$ cat src/hdl/ssc_pkg.sv
package ssc_pkg;

    localparam int S_TDATA_W = 8;
    localparam int M_TDATA_W = 32;
    localparam int M_TUSER_W = 2;

    localparam int ANGLE_W  = 9;
    localparam int OFFSET_W = 7;
    localparam int SWEEP_W  = 8;

    localparam logic [OFFSET_W-1:0] OFFSET_CEIL = 7'd90;
    localparam logic [SWEEP_W-1:0]  SWEEP_CEIL  = 8'd180;
    localparam logic [SWEEP_W-1:0]  SWEEP_RESET = 8'd40;
    localparam logic [OFFSET_W-1:0] OFFSET_MAX  = 7'd91;
    localparam logic [SWEEP_W-1:0]  SWEEP_MAX   = 8'd181;

    // Command characters.
    localparam logic [7:0] CMD_TOGGLE      = 8'h20;  // space
    localparam logic [7:0] CMD_PAUSE_LOWER = 8'h73;  // s
    localparam logic [7:0] CMD_PAUSE_UPPER = 8'h53;  // S
    localparam logic [7:0] CMD_OFFSET_UP   = 8'h5D;  // ]
    localparam logic [7:0] CMD_OFFSET_DOWN = 8'h5B;  // [
    localparam logic [7:0] CMD_SWEEP_UP    = 8'h27;  // single quote
    localparam logic [7:0] CMD_SWEEP_DOWN  = 8'h3B;  // semicolon

    typedef enum logic {
        OP_COMMAND = 1'b0,
        OP_TICK    = 1'b1
    } opcode_t;

    typedef enum logic [1:0] {
        STATUS_TICK     = 2'd0,
        STATUS_ACCEPTED = 2'd1,
        STATUS_UNKNOWN  = 2'd2
    } status_t;

endpackage

$ cat src/hdl/servo_sweep_controller_core.sv
// A request accepted on the input side is held in the input register and then moves
// into the result register, from which it is presented on the result channel.
// Throughput: one request per cycle; the input register takes a new request whenever it
// is empty or hands its request on, which it does when the result register is empty or
// is being drained in the same cycle.
// Reset: aresetn is synchronous and active low. It empties both pipeline registers,
// sets the mode to running, the offset to 0 and the sweep width to 40.
module servo_sweep_controller_core
    import ssc_pkg::*;
(
    input  logic                 aclk,
    input  logic                 aresetn,

    input  logic                 s_axis_tvalid,
    output logic                 s_axis_tready,
    // [7:0] command_byte
    input  logic [S_TDATA_W-1:0] s_axis_tdata,
    // [0] opcode
    input  logic                 s_axis_tuser,

    output logic                 m_axis_tvalid,
    input  logic                 m_axis_tready,
    // [8:0] servo_angle, [9] running, [16:10] offset_angle, [24:17] sweep_width,
    // [31:25] zero
    output logic [M_TDATA_W-1:0] m_axis_tdata,
    // [1:0] command_status
    output logic [M_TUSER_W-1:0] m_axis_tuser
);

    // The design is a two-register pipeline. The input register captures the request,
    // and a short block of logic computes the result and the next controller state from
    // it. The controller state only moves when the request moves into the result
    // register, so a stall on the result side freezes everything cleanly.

    // Input register.
    logic          in_valid_reg;
    logic [7:0]    in_byte_reg;
    opcode_t       in_op_reg;

    // Result register.
    logic                  out_valid_reg;
    logic [ANGLE_W-1:0]    out_angle_reg;
    status_t               out_status_reg;
    logic                  out_running_reg;
    logic [OFFSET_W-1:0]   out_offset_reg;
    logic [SWEEP_W-1:0]    out_sweep_reg;

    // Controller state and its next values.
    logic                  running_reg,    running_next;
    logic [OFFSET_W-1:0]   offset_reg,     offset_next;
    logic [SWEEP_W-1:0]    sweep_reg,      sweep_next;
    logic [SWEEP_W-1:0]    position_reg,   position_next;
    logic                  descending_reg, descending_next;
    logic                  in_pass_reg,    in_pass_next;
    logic [OFFSET_W-1:0]   lat_offset_reg, lat_offset_next;
    logic [SWEEP_W-1:0]    lat_sweep_reg,  lat_sweep_next;
    logic [ANGLE_W-1:0]    last_angle_reg, last_angle_next;
    status_t               status_next;

    // Working values of the tick path once a new pass may have been started.
    logic [SWEEP_W-1:0]    pos_start;
    logic                  desc_start;
    logic [OFFSET_W-1:0]   lo_start;
    logic [SWEEP_W-1:0]    ls_start;
    logic [SWEEP_W-1:0]    pos_turn;
    logic                  desc_turn;

    logic advance;

    // The result register is free when it is empty or drained this cycle; the input
    // register hands its request over exactly then.
    assign advance       = !out_valid_reg || m_axis_tready;
    assign s_axis_tready = !in_valid_reg || advance;

    always_ff @(posedge aclk) begin
        if (!aresetn) begin
            in_valid_reg <= 1'b0;
        end else if (s_axis_tready) begin
            in_valid_reg <= s_axis_tvalid;
        end
    end

    always_ff @(posedge aclk) begin
        if (s_axis_tready && s_axis_tvalid) begin
            in_byte_reg <= s_axis_tdata;
            in_op_reg   <= opcode_t'(s_axis_tuser);
        end
    end

    // Command decoding. In a command request, an unrecognized byte leaves every state register untouched.
    always_comb begin
        running_next    = running_reg;
        offset_next     = offset_reg;
        sweep_next      = sweep_reg;
        status_next     = STATUS_ACCEPTED;
        unique case (in_byte_reg)
            CMD_TOGGLE: begin
                running_next = !running_reg;
            end
            CMD_PAUSE_LOWER, CMD_PAUSE_UPPER: begin
                running_next = 1'b0;
            end
            CMD_OFFSET_UP: begin
                if (offset_reg <= OFFSET_CEIL) begin
                    offset_next = offset_reg + 1'b1;
                end
            end
            CMD_OFFSET_DOWN: begin
                if (offset_reg > 7'd1) begin
                    offset_next = offset_reg - 1'b1;
                end
            end
            CMD_SWEEP_UP: begin
                if (sweep_reg <= SWEEP_CEIL) begin
                    sweep_next = sweep_reg + 1'b1;
                end
            end
            CMD_SWEEP_DOWN: begin
                if (sweep_reg > 8'd1) begin
                    sweep_next = sweep_reg - 1'b1;
                end
            end
            default: begin
                status_next = STATUS_UNKNOWN;
            end
        endcase
        // A tick never changes the mode, the offset or the sweep width.
        if (in_op_reg == OP_TICK) begin
            running_next = running_reg;
            offset_next  = offset_reg;
            sweep_next   = sweep_reg;
            status_next  = STATUS_TICK;
        end
    end

    // Tick path. Without a pass in progress the mode decides: running starts a new
    // pass with the offset and width latched, paused just repeats the offset. The
    // triangle turns around when the rising count reaches the latched width, and the
    // pass ends after the falling count has emitted the offset itself.
    always_comb begin
        pos_start  = position_reg;
        desc_start = descending_reg;
        lo_start   = lat_offset_reg;
        ls_start   = lat_sweep_reg;
        if (!in_pass_reg) begin
            pos_start  = '0;
            desc_start = 1'b0;
            lo_start   = offset_reg;
            ls_start   = sweep_reg;
        end

        pos_turn  = pos_start;
        desc_turn = desc_start;
        if (!desc_start && (pos_start >= ls_start)) begin
            desc_turn = 1'b1;
            pos_turn  = ls_start;
        end

        position_next   = position_reg;
        descending_next = descending_reg;
        in_pass_next    = in_pass_reg;
        lat_offset_next = lat_offset_reg;
        lat_sweep_next  = lat_sweep_reg;
        last_angle_next = last_angle_reg;

        if (in_op_reg == OP_TICK) begin
            if (!in_pass_reg && !running_reg) begin
                last_angle_next = {{(ANGLE_W-OFFSET_W){1'b0}}, offset_reg};
            end else begin
                lat_offset_next = lo_start;
                lat_sweep_next  = ls_start;
                descending_next = desc_turn;
                in_pass_next    = 1'b1;
                last_angle_next = {{(ANGLE_W-SWEEP_W){1'b0}}, pos_turn}
                                + {{(ANGLE_W-OFFSET_W){1'b0}}, lo_start};
                if (!desc_turn) begin
                    position_next = pos_turn + 1'b1;
                end else if (pos_turn == '0) begin
                    position_next = pos_turn;
                    in_pass_next  = 1'b0;
                end else begin
                    position_next = pos_turn - 1'b1;
                end
            end
        end
    end

    always_ff @(posedge aclk) begin
        if (!aresetn) begin
            running_reg    <= 1'b1;
            offset_reg     <= '0;
            sweep_reg      <= SWEEP_RESET;
            position_reg   <= '0;
            descending_reg <= 1'b0;
            in_pass_reg    <= 1'b0;
            lat_offset_reg <= '0;
            lat_sweep_reg  <= SWEEP_RESET;
            last_angle_reg <= '0;
        end else if (in_valid_reg && advance) begin
            running_reg    <= running_next;
            offset_reg     <= offset_next;
            sweep_reg      <= sweep_next;
            position_reg   <= position_next;
            descending_reg <= descending_next;
            in_pass_reg    <= in_pass_next;
            lat_offset_reg <= lat_offset_next;
            lat_sweep_reg  <= lat_sweep_next;
            last_angle_reg <= last_angle_next;
        end
    end

    always_ff @(posedge aclk) begin
        if (!aresetn) begin
            out_valid_reg <= 1'b0;
        end else if (advance) begin
            out_valid_reg <= in_valid_reg;
        end
    end

    // The result reports the state after the request has been applied.
    always_ff @(posedge aclk) begin
        if (advance && in_valid_reg) begin
            out_angle_reg   <= last_angle_next;
            out_status_reg  <= status_next;
            out_running_reg <= running_next;
            out_offset_reg  <= offset_next;
            out_sweep_reg   <= sweep_next;
        end
    end

    assign m_axis_tvalid = out_valid_reg;
    assign m_axis_tdata  = {{(M_TDATA_W-ANGLE_W-1-OFFSET_W-SWEEP_W){1'b0}},
                            out_sweep_reg, out_offset_reg, out_running_reg, out_angle_reg};
    assign m_axis_tuser  = out_status_reg;

endmodule

$ cat config.mk
export PLATFORM = sky130hd
export DESIGN_NAME = servo_sweep_controller_core
export DESIGN_NICKNAME = d
export VERILOG_FILES = /design/src/hdl/ssc_pkg.sv /design/src/hdl/servo_sweep_controller_core.sv
export SDC_FILE = /design/constraint.sdc
export NUM_CORES = 1
export LEC_CHECK = 0
export BUFFER_PORTS_ARGS = -buffer_cell sky130_fd_sc_hd__buf_2
export CAP_MARGIN = 20
export CORE_MARGIN = 8
export CORE_UTILIZATION = 55
export CTS_CLUSTER_DIAMETER = 60
export DETAILED_ROUTE_END_ITERATION = 6
export HOLD_SLACK_MARGIN = 0.02
export PLACE_DENSITY = 0.79
export RECOVER_POWER = 50
export SYNTH_ARGS = -nofsm -noshare
export SYNTH_HDL_FRONTEND = slang
export SYNTH_SLANG_ARGS = --single-unit
$ cat constraint.sdc
create_clock -name aclk -period 12.3 [get_ports aclk]
set_input_delay 0.615 -clock aclk [delete_from_list [all_inputs] [get_ports aclk]]
set_output_delay 0.615 -clock aclk [all_outputs]
set_load 0.1 [all_outputs]
==> run summary, run 1 <==
Tmin final -> 5.256 ns
global-route wire length before repair -> 22110 µm
worst endpoint data arrival time -> 5.44 ns
detailed-route via count -> 4750
Worst Hold Class -> in2reg
largest net degree at the start of global routing -> 48
Pwr Density -> 109.5 nW/µm²
CTS tree -> done
final setup TNS -> 0 ns
hold worst-path end -> in_byte_reg[2]$_DFFE_PP_
Synth cell types -> 74
Reg clk slew, reported paths -> 0.09 ns
clk sink count -> 88
sequential share of the synthesized area -> 38.85%
GRT Util Overall -> 20.59%
multi-input combinational cell area -> 3022 µm²
post-synthesis simple-gate area fraction -> 20.13%
Final HPWL DP -> 9590 µm
crit start category -> register
Filler cells -> 917
DRC Markers -> 0
worst-margin pin slew -> 2.326 ns
Seq cells post-synth -> 88
post-synthesis xor/xnor area fraction -> 3.207%
Fin Clk Skew -> 0.01133 ns
Synth Area in Compound Gates -> 20.13%
maximum capacitance violations -> 1
synthesized cell area -> 5463 µm²
area delta synth->final -> 6.367%
Achievable Freq -> 0.1903 GHz
Die Width -> 115.7 µm
TritonCTS buffer count -> 9
Slowest-stage cell, CP -> mux2i_1
R2R setup slack -> 7.04 ns
htree depth -> 3
GR Overflow Total -> 0
effective utilization at floorplan -> 56.15%
hold slack -> 0.4198 ns
crit path cell chain -> buf_4 -> mux2i_1 -> ha_1 -> and4_1 -> nand3_1 -> or4_4 -> a22o_4 -> mux2i_1 -> ha_1 -> nor2b_1 -> o21ai_0 -> a21boi_0 -> o21a_1 -> o21a_1 -> o2111ai_1 -> a2bb2oi_1 -> nor2_1
Post-synth EDFFs -> 36
Synth Flop Type -> dfxtp_1
DR WL/cell -> 17.10 µm
CP Max Fanout -> 42
num rows -> 36
outcome -> finished with violations
largest family of logic cells by synthesized area -> compound AO/OA/AOI/OAI gates
Ys Warns -> 0
R2R depth -> 17
failing checks -> capacitance limit, slew limit
Crit path largest cell delay -> 0.61 ns
Layout Utilization -> 59.72%
WHS Path Cells -> 1
root buf cell -> clkbuf_8
synthesized instance count -> 638
fin worst setup slack -> 7.044 ns
post-cts sizing count -> 0
Crit Path Class -> reg2reg
ratio of cells with drive above 1 in the final layout -> 6.860%
cts hold-fix bufs -> 0
initial antenna violation count -> 0
setup violators final -> 0
# diodes -> 0
worst vdd ir -> 0.08099 mV
Detailed Routing Iterations Pass 1 -> 5
post-synthesis mux area share -> 5.039%
Post-layout nets -> 691
register area -> 2122 µm²
syn_area_per_cell -> 8.562 µm²
Ports -> 49
Max clock buf depth -> 2
data required time of the worst path -> 12.49 ns
Routed WL -> 13500 µm
Core Region -> 9729 µm²
Final period util -> 42.73%
pre-CTS worst setup slack -> 7.182 ns
Leak Pwr -> 0.002192 µW
FFs w/ async S/R, synth -> 0%
Port Buffers -> 41
Worst Hold Launch -> s_axis_tdata[2]
Final ANT Viol Nets -> 0
Final Hold Fails -> 0
Crit Reg-Reg Endpoint -> last_angle_reg[8]$_SDFFE_PN0P_
Iter 0 DRT Violations -> 295
RSZ-0062 raised after global routing -> no
latest clock arrival within the worst-skew pair -> 0.37 ns
vias in the first global route -> 4566
via/cell ratio -> 6.020
post-CTS setup buffer count -> 0
slew margin rel. -> -55.08%
routability cong. -> 0.8981
Adder-Cell Fraction of Synth Area -> 6.322%
worst r2r src -> in_pass_reg$_SDFFE_PN0P_
Die Span Y -> 115.7 µm
final slew viol count -> 48
critical path endpoint category -> register
Die ar. -> 13380 µm²
[layer usage]
metal  GRT usage [%]  wire (µm)
met1           26.42       5660
met2           33.88       6613
met3           3.700        924
met4           7.606        297
met5               0          0
[cells in the mapped netlist, types with 6 or more instances]
cell type  number  area share (%)
nand2_1        81             5.6
nor4_1          8            0.92
inv_1          28             1.9
o21ai_0        40             3.7
xnor2_1         7             1.1
o211ai_1        9             1.2
a211oi_1       17             2.3
nand4_1         9             1.0
buf_4           8             1.1
dfxtp_1        52              19
mux2_2          6             1.2
nand3_1        13             1.2
nand2b_1       11             1.3
nor2_1         50             3.4
nor2b_1         7            0.80
xor2_1         13             2.1
o31ai_1         7            0.96
ha_1           26             6.0
a31oi_1         6            0.69
mux2i_1        14             2.6
clkbuf_1       37             2.5
a21oi_1        52             4.8
nor3_1         14             1.3
edfxtp_1       36              20
[worst max path at each step]
stage	start	endpoint	slack [ns]
2_1_floorplan	in_pass_reg$_SDFFE_PN0P_	out_angle_reg[6]$_DFFE_PP_	7.23
3_3_place_gp	in_pass_reg$_SDFFE_PN0P_	out_angle_reg[6]$_DFFE_PP_	7.38
3_5_place_dp	in_pass_reg$_SDFFE_PN0P_	out_angle_reg[8]$_DFFE_PP_	7.18
4_1_cts	in_pass_reg$_SDFFE_PN0P_	out_angle_reg[8]$_DFFE_PP_	7.15
5_1_grt	in_pass_reg$_SDFFE_PN0P_	last_angle_reg[8]$_SDFFE_PN0P_	6.64
6_report	in_pass_reg$_SDFFE_PN0P_	last_angle_reg[8]$_SDFFE_PN0P_	7.04
[cell families after synthesis]
logic type                 after synthesis
and+or+nand+nor                        226
AOI/OAI and AO/OA                      173
DFF                                     88
buffers and inverters                   80
adders and majority gates               27
muxes                                   23
xor gates and xnor gates                20
other                                    1
[placed cells by master, fill, tap and decap left out, types with 8 or more instances in the layout]
master / count
nand2_1: 81
a21oi_1: 52
dfxtp_1: 52
nor2_1: 50
o21ai_0: 40
edfxtp_1: 36
clkbuf_1: 34
inv_1: 28
ha_1: 26
a211oi_1: 17
nor3_1: 14
mux2i_1: 14
nand3_1: 13
xor2_1: 13
buf_2: 12
nand2b_1: 11
o211ai_1: 9
nand4_1: 9
clkbuf_8: 9
nor4_1: 8
[stage by stage]
stage                     cells  cell area, µm²  total power [µW]
after floorplan             644            5485             423.5
after global placement      772            5662             440.3
after detailed placement    773            5682             444.1
after CTS                   789            5871             641.4
after global routing        789            5811             660.5
final                       789            5811             636.5
[critical path: cells and delay by family (launching register included)]
kind,cells,cell delay (ns)
mux,2,1.09
fa+ha+maj,2,0.61
compound gates,7,1.58
simple gates,5,1.06
flops,1,0.32
buf+inv,1,0.41
[power breakdown]
group | internal, µW | total [µW] | leakage (µW) | switching, µW
logic | 23.4 | 108 | 0.00134 | 84.5
clock network | 94.2 | 200 | 0.0000876 | 105
registers | 317 | 329 | 0.000759 | 11.8
[final cells by class]
cell class	count	share of cell area, %
clock buffer	11	2.261
clock inverter	5	0.9905
inverter	29	1.873
multi-input combinational	476	52.00
sequential	88	36.52
tap	133	2.864
timing repair buffer	47	3.488
No activity file was read; power rests on OpenSTA's default activity.
==> run 2: changes to the inputs <==
- CORE_UTILIZATION: 55 -> 54
- PLACE_DENSITY: 0.79 -> 0.8
- clock period: 12.3 -> 4.4 ns (I/O delays scaled with it)
==> run summary, run 2 (synthesis results as in run 1) <==
outcome -> finished with violations
failing checks -> capacitance limit, slew limit
worst vdd ir -> 0.2381 mV (+190%)
Die ar. -> 13590 µm² (+1.6%)
Reg clk slew, reported paths -> 0.10 ns (about the same)
critical path endpoint category -> register
routability cong. -> 0.9263 (+3.1%)
commonest non-fill, non-tap cell in the layout -> nand2_1
CP top delay family -> compound AO/OA/AOI/OAI gates
combinational share of power -> 18.2% (+1.2 points)
switching share of power -> 34.21% (+2.5 points)
Clock power frac -> 31.5% (+0.2 points)
DRC Markers -> 0 (unchanged)
initial antenna violation count -> 0 (unchanged)
Max clock buf depth -> 2 (unchanged)
Port Buffers -> 41 (unchanged)
Final Hold Fails -> 0 (unchanged)
TritonCTS buffer count -> 9 (unchanged)
R2R setup slack -> 0.15 ns (-6.89 ns)
via/cell ratio -> 5.998 (-0.38%)
Pwr Density -> 294.1 nW/µm² (+170%)
register area -> 2126 µm² (+0.18%)
Ports -> 49 (unchanged)
Die Width -> 116.6 µm (+0.80%)
Slowest-stage cell, CP -> or4_4
worst endpoint data arrival time -> 4.36 ns (-1.08 ns)
largest net degree at the start of global routing -> 48 (unchanged)
final slew viol count -> 48 (unchanged)
worst-margin pin slew -> 2.310 ns (-0.01603 ns)
effective utilization at floorplan -> 55.63% (-0.52 points)
Leak Pwr -> 0.002406 µW (+9.8%)
vias in the first global route -> 4722 (+3.4%)
Final ANT Viol Nets -> 0 (unchanged)
num rows -> 36 (unchanged)
Final HPWL DP -> 10080 µm (+5.1%)
root buf cell -> clkbuf_8
RSZ-0062 raised after global routing -> yes
Worst Hold Class -> in2reg
Psw -> 625.0 µW (+210%)
Post-layout nets -> 728 (+5.4%)
hold slack -> 0.03988 ns (-0.3799 ns)
CTS tree -> done
WP buf/inv -> 2 (+1)
Achievable Freq -> 0.2352 GHz (+24%)
slew margin rel. -> -54.01% (+1.1 points)
ratio of cells with drive above 1 in the final layout -> 12.55% (+5.7 points)
data required time of the worst path -> 4.50 ns (-7.99 ns)
DR WL/cell -> 17.14 µm (+0.23%)
maximum capacitance violations -> 1 (unchanged)
area delta synth->final -> 13.70%
Tmin final -> 4.251 ns (-1.005 ns)
# diodes -> 0 (unchanged)
htree depth -> 3 (unchanged)
setup violators final -> 0 (unchanged)
final setup TNS -> 0 ns (unchanged)
Fin Clk Skew -> 0.01703 ns (+0.005700 ns)
clk sink count -> 88 (unchanged)
P_int -> 1202 µW (+180%)
Die Span Y -> 116.6 µm (+0.80%)
power share of the sequential group -> 50.3% (-1.4 points)
Routed WL -> 14160 µm (+4.9%)
GR Overflow Total -> 0 (unchanged)
Final period util -> 96.61% (+54 points)
CP Max Fanout -> 8 (-81%)
crit path cell chain -> buf_4 -> mux2i_4 -> ha_1 -> and4_1 -> nand3_1 -> or4_4 -> a22o_4 -> mux2_4 -> inv_1 -> ha_1 -> a21o_1 -> a21oi_2 -> o21ai_1 -> a21o_1 -> a21oi_1 -> xor2_1 -> o22ai_1
Filler cells -> 874 (-4.7%)
global-route wire length before repair -> 23100 µm (+4.5%)
detailed-route via count -> 4954 (+4.3%)
most frequent cells in the layout -> nand2_1 (80), a21oi_1 (51), dfxtp_1 (51)
latest clock arrival within the worst-skew pair -> 0.37 ns (about the same)
Iter 0 DRT Violations -> 368 (+25%)
Detailed Routing Iterations Pass 1 -> 5 (unchanged)
GRT Util Overall -> 21.54% (+0.95 points)
Core Region -> 9819 µm² (+0.93%)
multi-input combinational cell area -> 3077 µm² (+1.8%)
crit start category -> register
Crit Path Class -> reg2reg
Crit path largest cell delay -> 0.55 ns (-0.06 ns)
run 2: changes by cell type in the layout (fill, tap and decap cells not counted), sizes merged:
cell and change:
clkbuf -2, buf +30, bufinv -1, clkinv +2, inv +3, clkinvlp -2, dlygate4sd3 +7
run 2: cell type report:
cell class                 instances  area share, %
clock buffer                       9          1.994
clock inverter                     7          1.309
inverter                          29          1.753
multi-input combinational        476          49.54
sequential                        88          34.23
tap                              133          2.679
timing repair buffer              84          8.501
run 2: repair_timing:
item,in CTS,in global routing
hold endpoints to repair,6,1
hold buffers,6,1
endpoints found under the setup margin,0,9
resized for setup,0,9
buffers inserted,0,8
run 2: worst reg2reg max path, delay by kind of cell (launching register included):
| family | cells | cell delay [ns] |
|---|---|---|
| flip-flops | 1 | 0.39 |
| buffers and inverters | 2 | 0.25 |
| adder cells (fa/ha/maj) | 2 | 0.54 |
| multiplexers | 2 | 0.53 |
| AND/OR/NAND/NOR | 3 | 0.85 |
| XOR/XNOR | 1 | 0.20 |
| AO/OA/AOI/OAI | 7 | 1.23 |
run 2: metal layers:
layer | vias to the layer above | part of all wire (%) | track usage, %
met5 | - | 0 | 0
met4 | 0 | 2.2 | 7.509
met3 | 35 | 7.3 | 4.654
met2 | 209 | 49 | 36.79
met1 | 2326 | 42 | 26.26
li1 | 2384 | - | -
run 2: worst paths after layout:
path | cells past startpoint | to | from
max reg2reg | 17 | out_angle_reg[7]$_DFFE_PP_ | in_pass_reg$_SDFFE_PN0P_
min reg2reg | 2 | last_angle_reg[1]$_SDFFE_PN0P_ | last_angle_reg[1]$_SDFFE_PN0P_
max | 17 | out_angle_reg[7]$_DFFE_PP_ | in_pass_reg$_SDFFE_PN0P_
min | 1 | in_byte_reg[0]$_DFFE_PP_ | s_axis_tdata[0]
run 2: power by group through the flow:
stage	logic (µW)	registers (µW)	clock network [µW]
2_1_floorplan	179	1010	0
4_1_cts	324	920	582
3_5_place_dp	319	938	0
3_3_place_gp	311	938	0
5_1_grt	353	925	609
6_report	332	920	575
run 2: metrics by stage:
step | std cells | total power [µW] | setup WS [ns] | utilization, % | cell area [µm²]
floorplan | 644 | 1188 | -0.02036 | - | 5540
global placement | 793 | 1248 | 0.1950 | 59.61 | 5853
detailed placement | 794 | 1257 | 0.01198 | 59.89 | 5881
CTS | 816 | 1825 | 0.01108 | 62.59 | 6146
global route | 826 | 1886 | -0.02947 | 63.25 | 6211
finish | 826 | 1827 | 0.1492 | 63.25 | 6211
==> run 3: changes to the inputs <==
==> constraint.sdc (replaced) <==
create_clock -name aclk -period 4.4 [get_ports aclk]
set_input_delay 0.88 -clock aclk [delete_from_list [all_inputs] [get_ports aclk]]
set_output_delay 0.88 -clock aclk [all_outputs]
set_load 0.1 [all_outputs]
==> run summary, run 3 (synthesis results as in run 1) <==
num rows -> 36 (unchanged)
final slew viol count -> 36 (-25%)
worst-margin pin slew -> 1.749 ns (-0.5615 ns)
register area -> 2126 µm² (unchanged)
worst r2r src -> in_pass_reg$_SDFFE_PN0P_
crit path cell chain -> clkbuf_4 -> nand2_1 -> inv_1 -> ha_1 -> and4_1 -> nand3_1 -> or4_4 -> a22o_4 -> mux2_2 -> inv_1 -> ha_1 -> a21o_1 -> a21oi_2 -> o21ai_1 -> a21o_1 -> a21oi_1 -> xor2_1 -> o22ai_1
effective utilization at floorplan -> 55.63% (unchanged)
Final period util -> 95.43% (-1.2 points)
Final HPWL DP -> 9957 µm (-1.2%)
Final Hold Fails -> 0 (unchanged)
Die Span Y -> 116.6 µm (unchanged)
vias in the first global route -> 4627 (-2.0%)
clk sink count -> 88 (unchanged)
routed wl met3 -> 959 µm (-7.0%)
setup violators final -> 0 (unchanged)
commonest non-fill, non-tap cell in the layout -> nand2_1
Tmin final -> 4.199 ns (-0.05185 ns)
overall power -> 1894 µW (+3.7%)
Slowest-stage cell, CP -> or4_4
routability cong. -> 0.9266 (about the same)
R2R depth -> 18 (+1)
largest net degree at the start of global routing -> 48 (unchanged)
TritonCTS buffer count -> 9 (unchanged)
Max clock buf depth -> 2 (unchanged)
area delta synth->final -> 12.09%
Achievable Freq -> 0.2382 GHz (+1.2%)
R2R setup slack -> 0.20 ns (+0.05 ns)
GRT Util Overall -> 21.36% (-0.18 points)
most frequent cells in the layout -> nand2_1 (79), a21oi_1 (51), dfxtp_1 (51)
worst vdd ir -> 0.2536 mV (+6.5%)
Final ANT Viol Nets -> 0 (unchanged)
Reg clk slew, reported paths -> 0.09 ns (about the same)
detailed-route via count -> 4834 (-2.4%)
Crit Path Class -> reg2reg
Filler cells -> 866 (-0.92%)
initial antenna violation count -> 0 (unchanged)
Leak Pwr -> 0.002366 µW (-1.7%)
Post-layout nets -> 719 (-1.2%)
Pwr Density -> 309.4 nW/µm² (+5.2%)
crit start category -> register
Iter 0 DRT Violations -> 389 (+5.7%)
Die ar. -> 13590 µm² (unchanged)
WHS Path Cells -> 2 (+1)
Highest Signal Layer -> met4
Fin Clk Skew -> 0.01383 ns (-0.003203 ns)
CTS tree -> done
latest clock arrival within the worst-skew pair -> 0.38 ns (about the same)
final instance area -> 6123 µm² (-1.4%)
Met2 Wirelength -> 6713 µm (-2.4%)
slew margin rel. -> -16.57% (+37 points)
critical path endpoint category -> register
Ports -> 49 (unchanged)
maximum capacitance violations -> 1 (unchanged)
Die Width -> 116.6 µm (unchanged)
GR Overflow Total -> 0 (unchanged)
final setup TNS -> 0 ns (unchanged)
failing checks -> capacitance limit, slew limit
Detailed Routing Iterations Pass 1 -> 5 (unchanged)
Core Region -> 9819 µm² (unchanged)
met1 WL -> 6200 µm (+4.4%)
multi-input combinational cell area -> 3063 µm² (-0.45%)
via/cell ratio -> 5.917 (-1.3%)
Port Buffers -> 41 (unchanged)
Post-Layout Cell Count -> 817 (-1.1%)
Crit path largest cell delay -> 0.56 ns (about the same)
htree depth -> 3 (unchanged)
cts hold-fix bufs -> 0 (-6)
# diodes -> 0 (unchanged)
data required time of the worst path -> 4.50 ns (about the same)
CP Max Fanout -> 7 (-1)
DRC Markers -> 0 (unchanged)
Routed WL -> 14150 µm (-0.11%)
Worst Hold Class -> reg2reg
Placed Cells -> 796 (+0.25%)
outcome -> finished with violations
Worst Hold Launch -> lat_offset_reg[5]$_SDFFE_PN0P_
Crit Reg-Reg Endpoint -> out_angle_reg[7]$_DFFE_PP_
hold worst-path end -> lat_offset_reg[5]$_SDFFE_PN0P_
ratio of cells with drive above 1 in the final layout -> 12.57% (+0.019 points)
root buf cell -> clkbuf_8
DR WL/cell -> 17.31 µm (+0.99%)
worst endpoint data arrival time -> 4.29 ns (-0.07 ns)
area post-placement -> 5876 µm² (about the same)
global-route wire length before repair -> 22740 µm (-1.6%)
[run 3: changes by cell type in the layout (fill, tap and decap cells not counted), moves of 2 or more]
| cell | change |
|---|---|
| dlygate4sd3_1 | -7 |
| clkinv_8 | -2 |
| clkbuf_16 | +2 |
| inv_8 | -2 |
[run 3: worst max-delay path by stage]
stage                                        start                         end
after global placement    in_pass_reg$_SDFFE_PN0P_  out_angle_reg[6]$_DFFE_PP_
after floorplan           in_pass_reg$_SDFFE_PN0P_  out_angle_reg[6]$_DFFE_PP_
after CTS                 in_pass_reg$_SDFFE_PN0P_  out_angle_reg[6]$_DFFE_PP_
after detailed placement  in_pass_reg$_SDFFE_PN0P_  out_angle_reg[6]$_DFFE_PP_
final                     in_pass_reg$_SDFFE_PN0P_  out_angle_reg[7]$_DFFE_PP_
after global routing      in_pass_reg$_SDFFE_PN0P_  out_angle_reg[7]$_DFFE_PP_
[run 3: layout make-up]
| type | count | area share [%] |
|---|---|---|
| flip-flops and latches | 88 | 34.72 |
| well taps | 133 | 2.718 |
| repair buffers | 75 | 6.988 |
| multi-input cells | 476 | 50.02 |
| inverters | 29 | 1.778 |
| clock buffers | 12 | 2.902 |
| clock inverters | 4 | 0.8786 |
[run 3: critical path, delay by kind of cell (launching register included)]
family	cells	cell delay (ns)
AND/OR/NAND/NOR	4	0.97
adder cells (fa/ha/maj)	2	0.51
AO/OA/AOI/OAI	7	1.17
buffers and inverters	3	0.35
XOR/XNOR	1	0.22
flip-flops	1	0.36
multiplexers	1	0.33
[run 3: through the flow]
step | setup slack (ns) | util, % | hold slack [ns]
2_1_floorplan | -0.02036 | - | 0.4329
4_1_cts | 0.09477 | 62.22 | 0.4629
3_3_place_gp | 0.1585 | 59.84 | 0.4416
5_1_grt | -0.005538 | 62.36 | 0.4817
3_5_place_dp | 0.03060 | 59.84 | 0.4507
6_report | 0.2010 | 62.36 | 0.4611
[run 3: routing by layer]
metal  track usage, %  vias up
met2            35.94      198
met1            26.84     2244
met3            3.102       26
li1                 -     2366
met5                0        -
met4            8.959        0
[run 3: repair_timing]
item | CTS | global route
buffers inserted | 0 | 5
gates cloned | 0 | 0
resized for setup | 1 | 6
setup endpoints to repair | 1 | 5
pin swaps | 0 | 1
[run 3: report_power, final]
part           switching (µW)  internal (µW)
Clock                     316            337
Combinational             242           80.2
Sequential               33.2            886
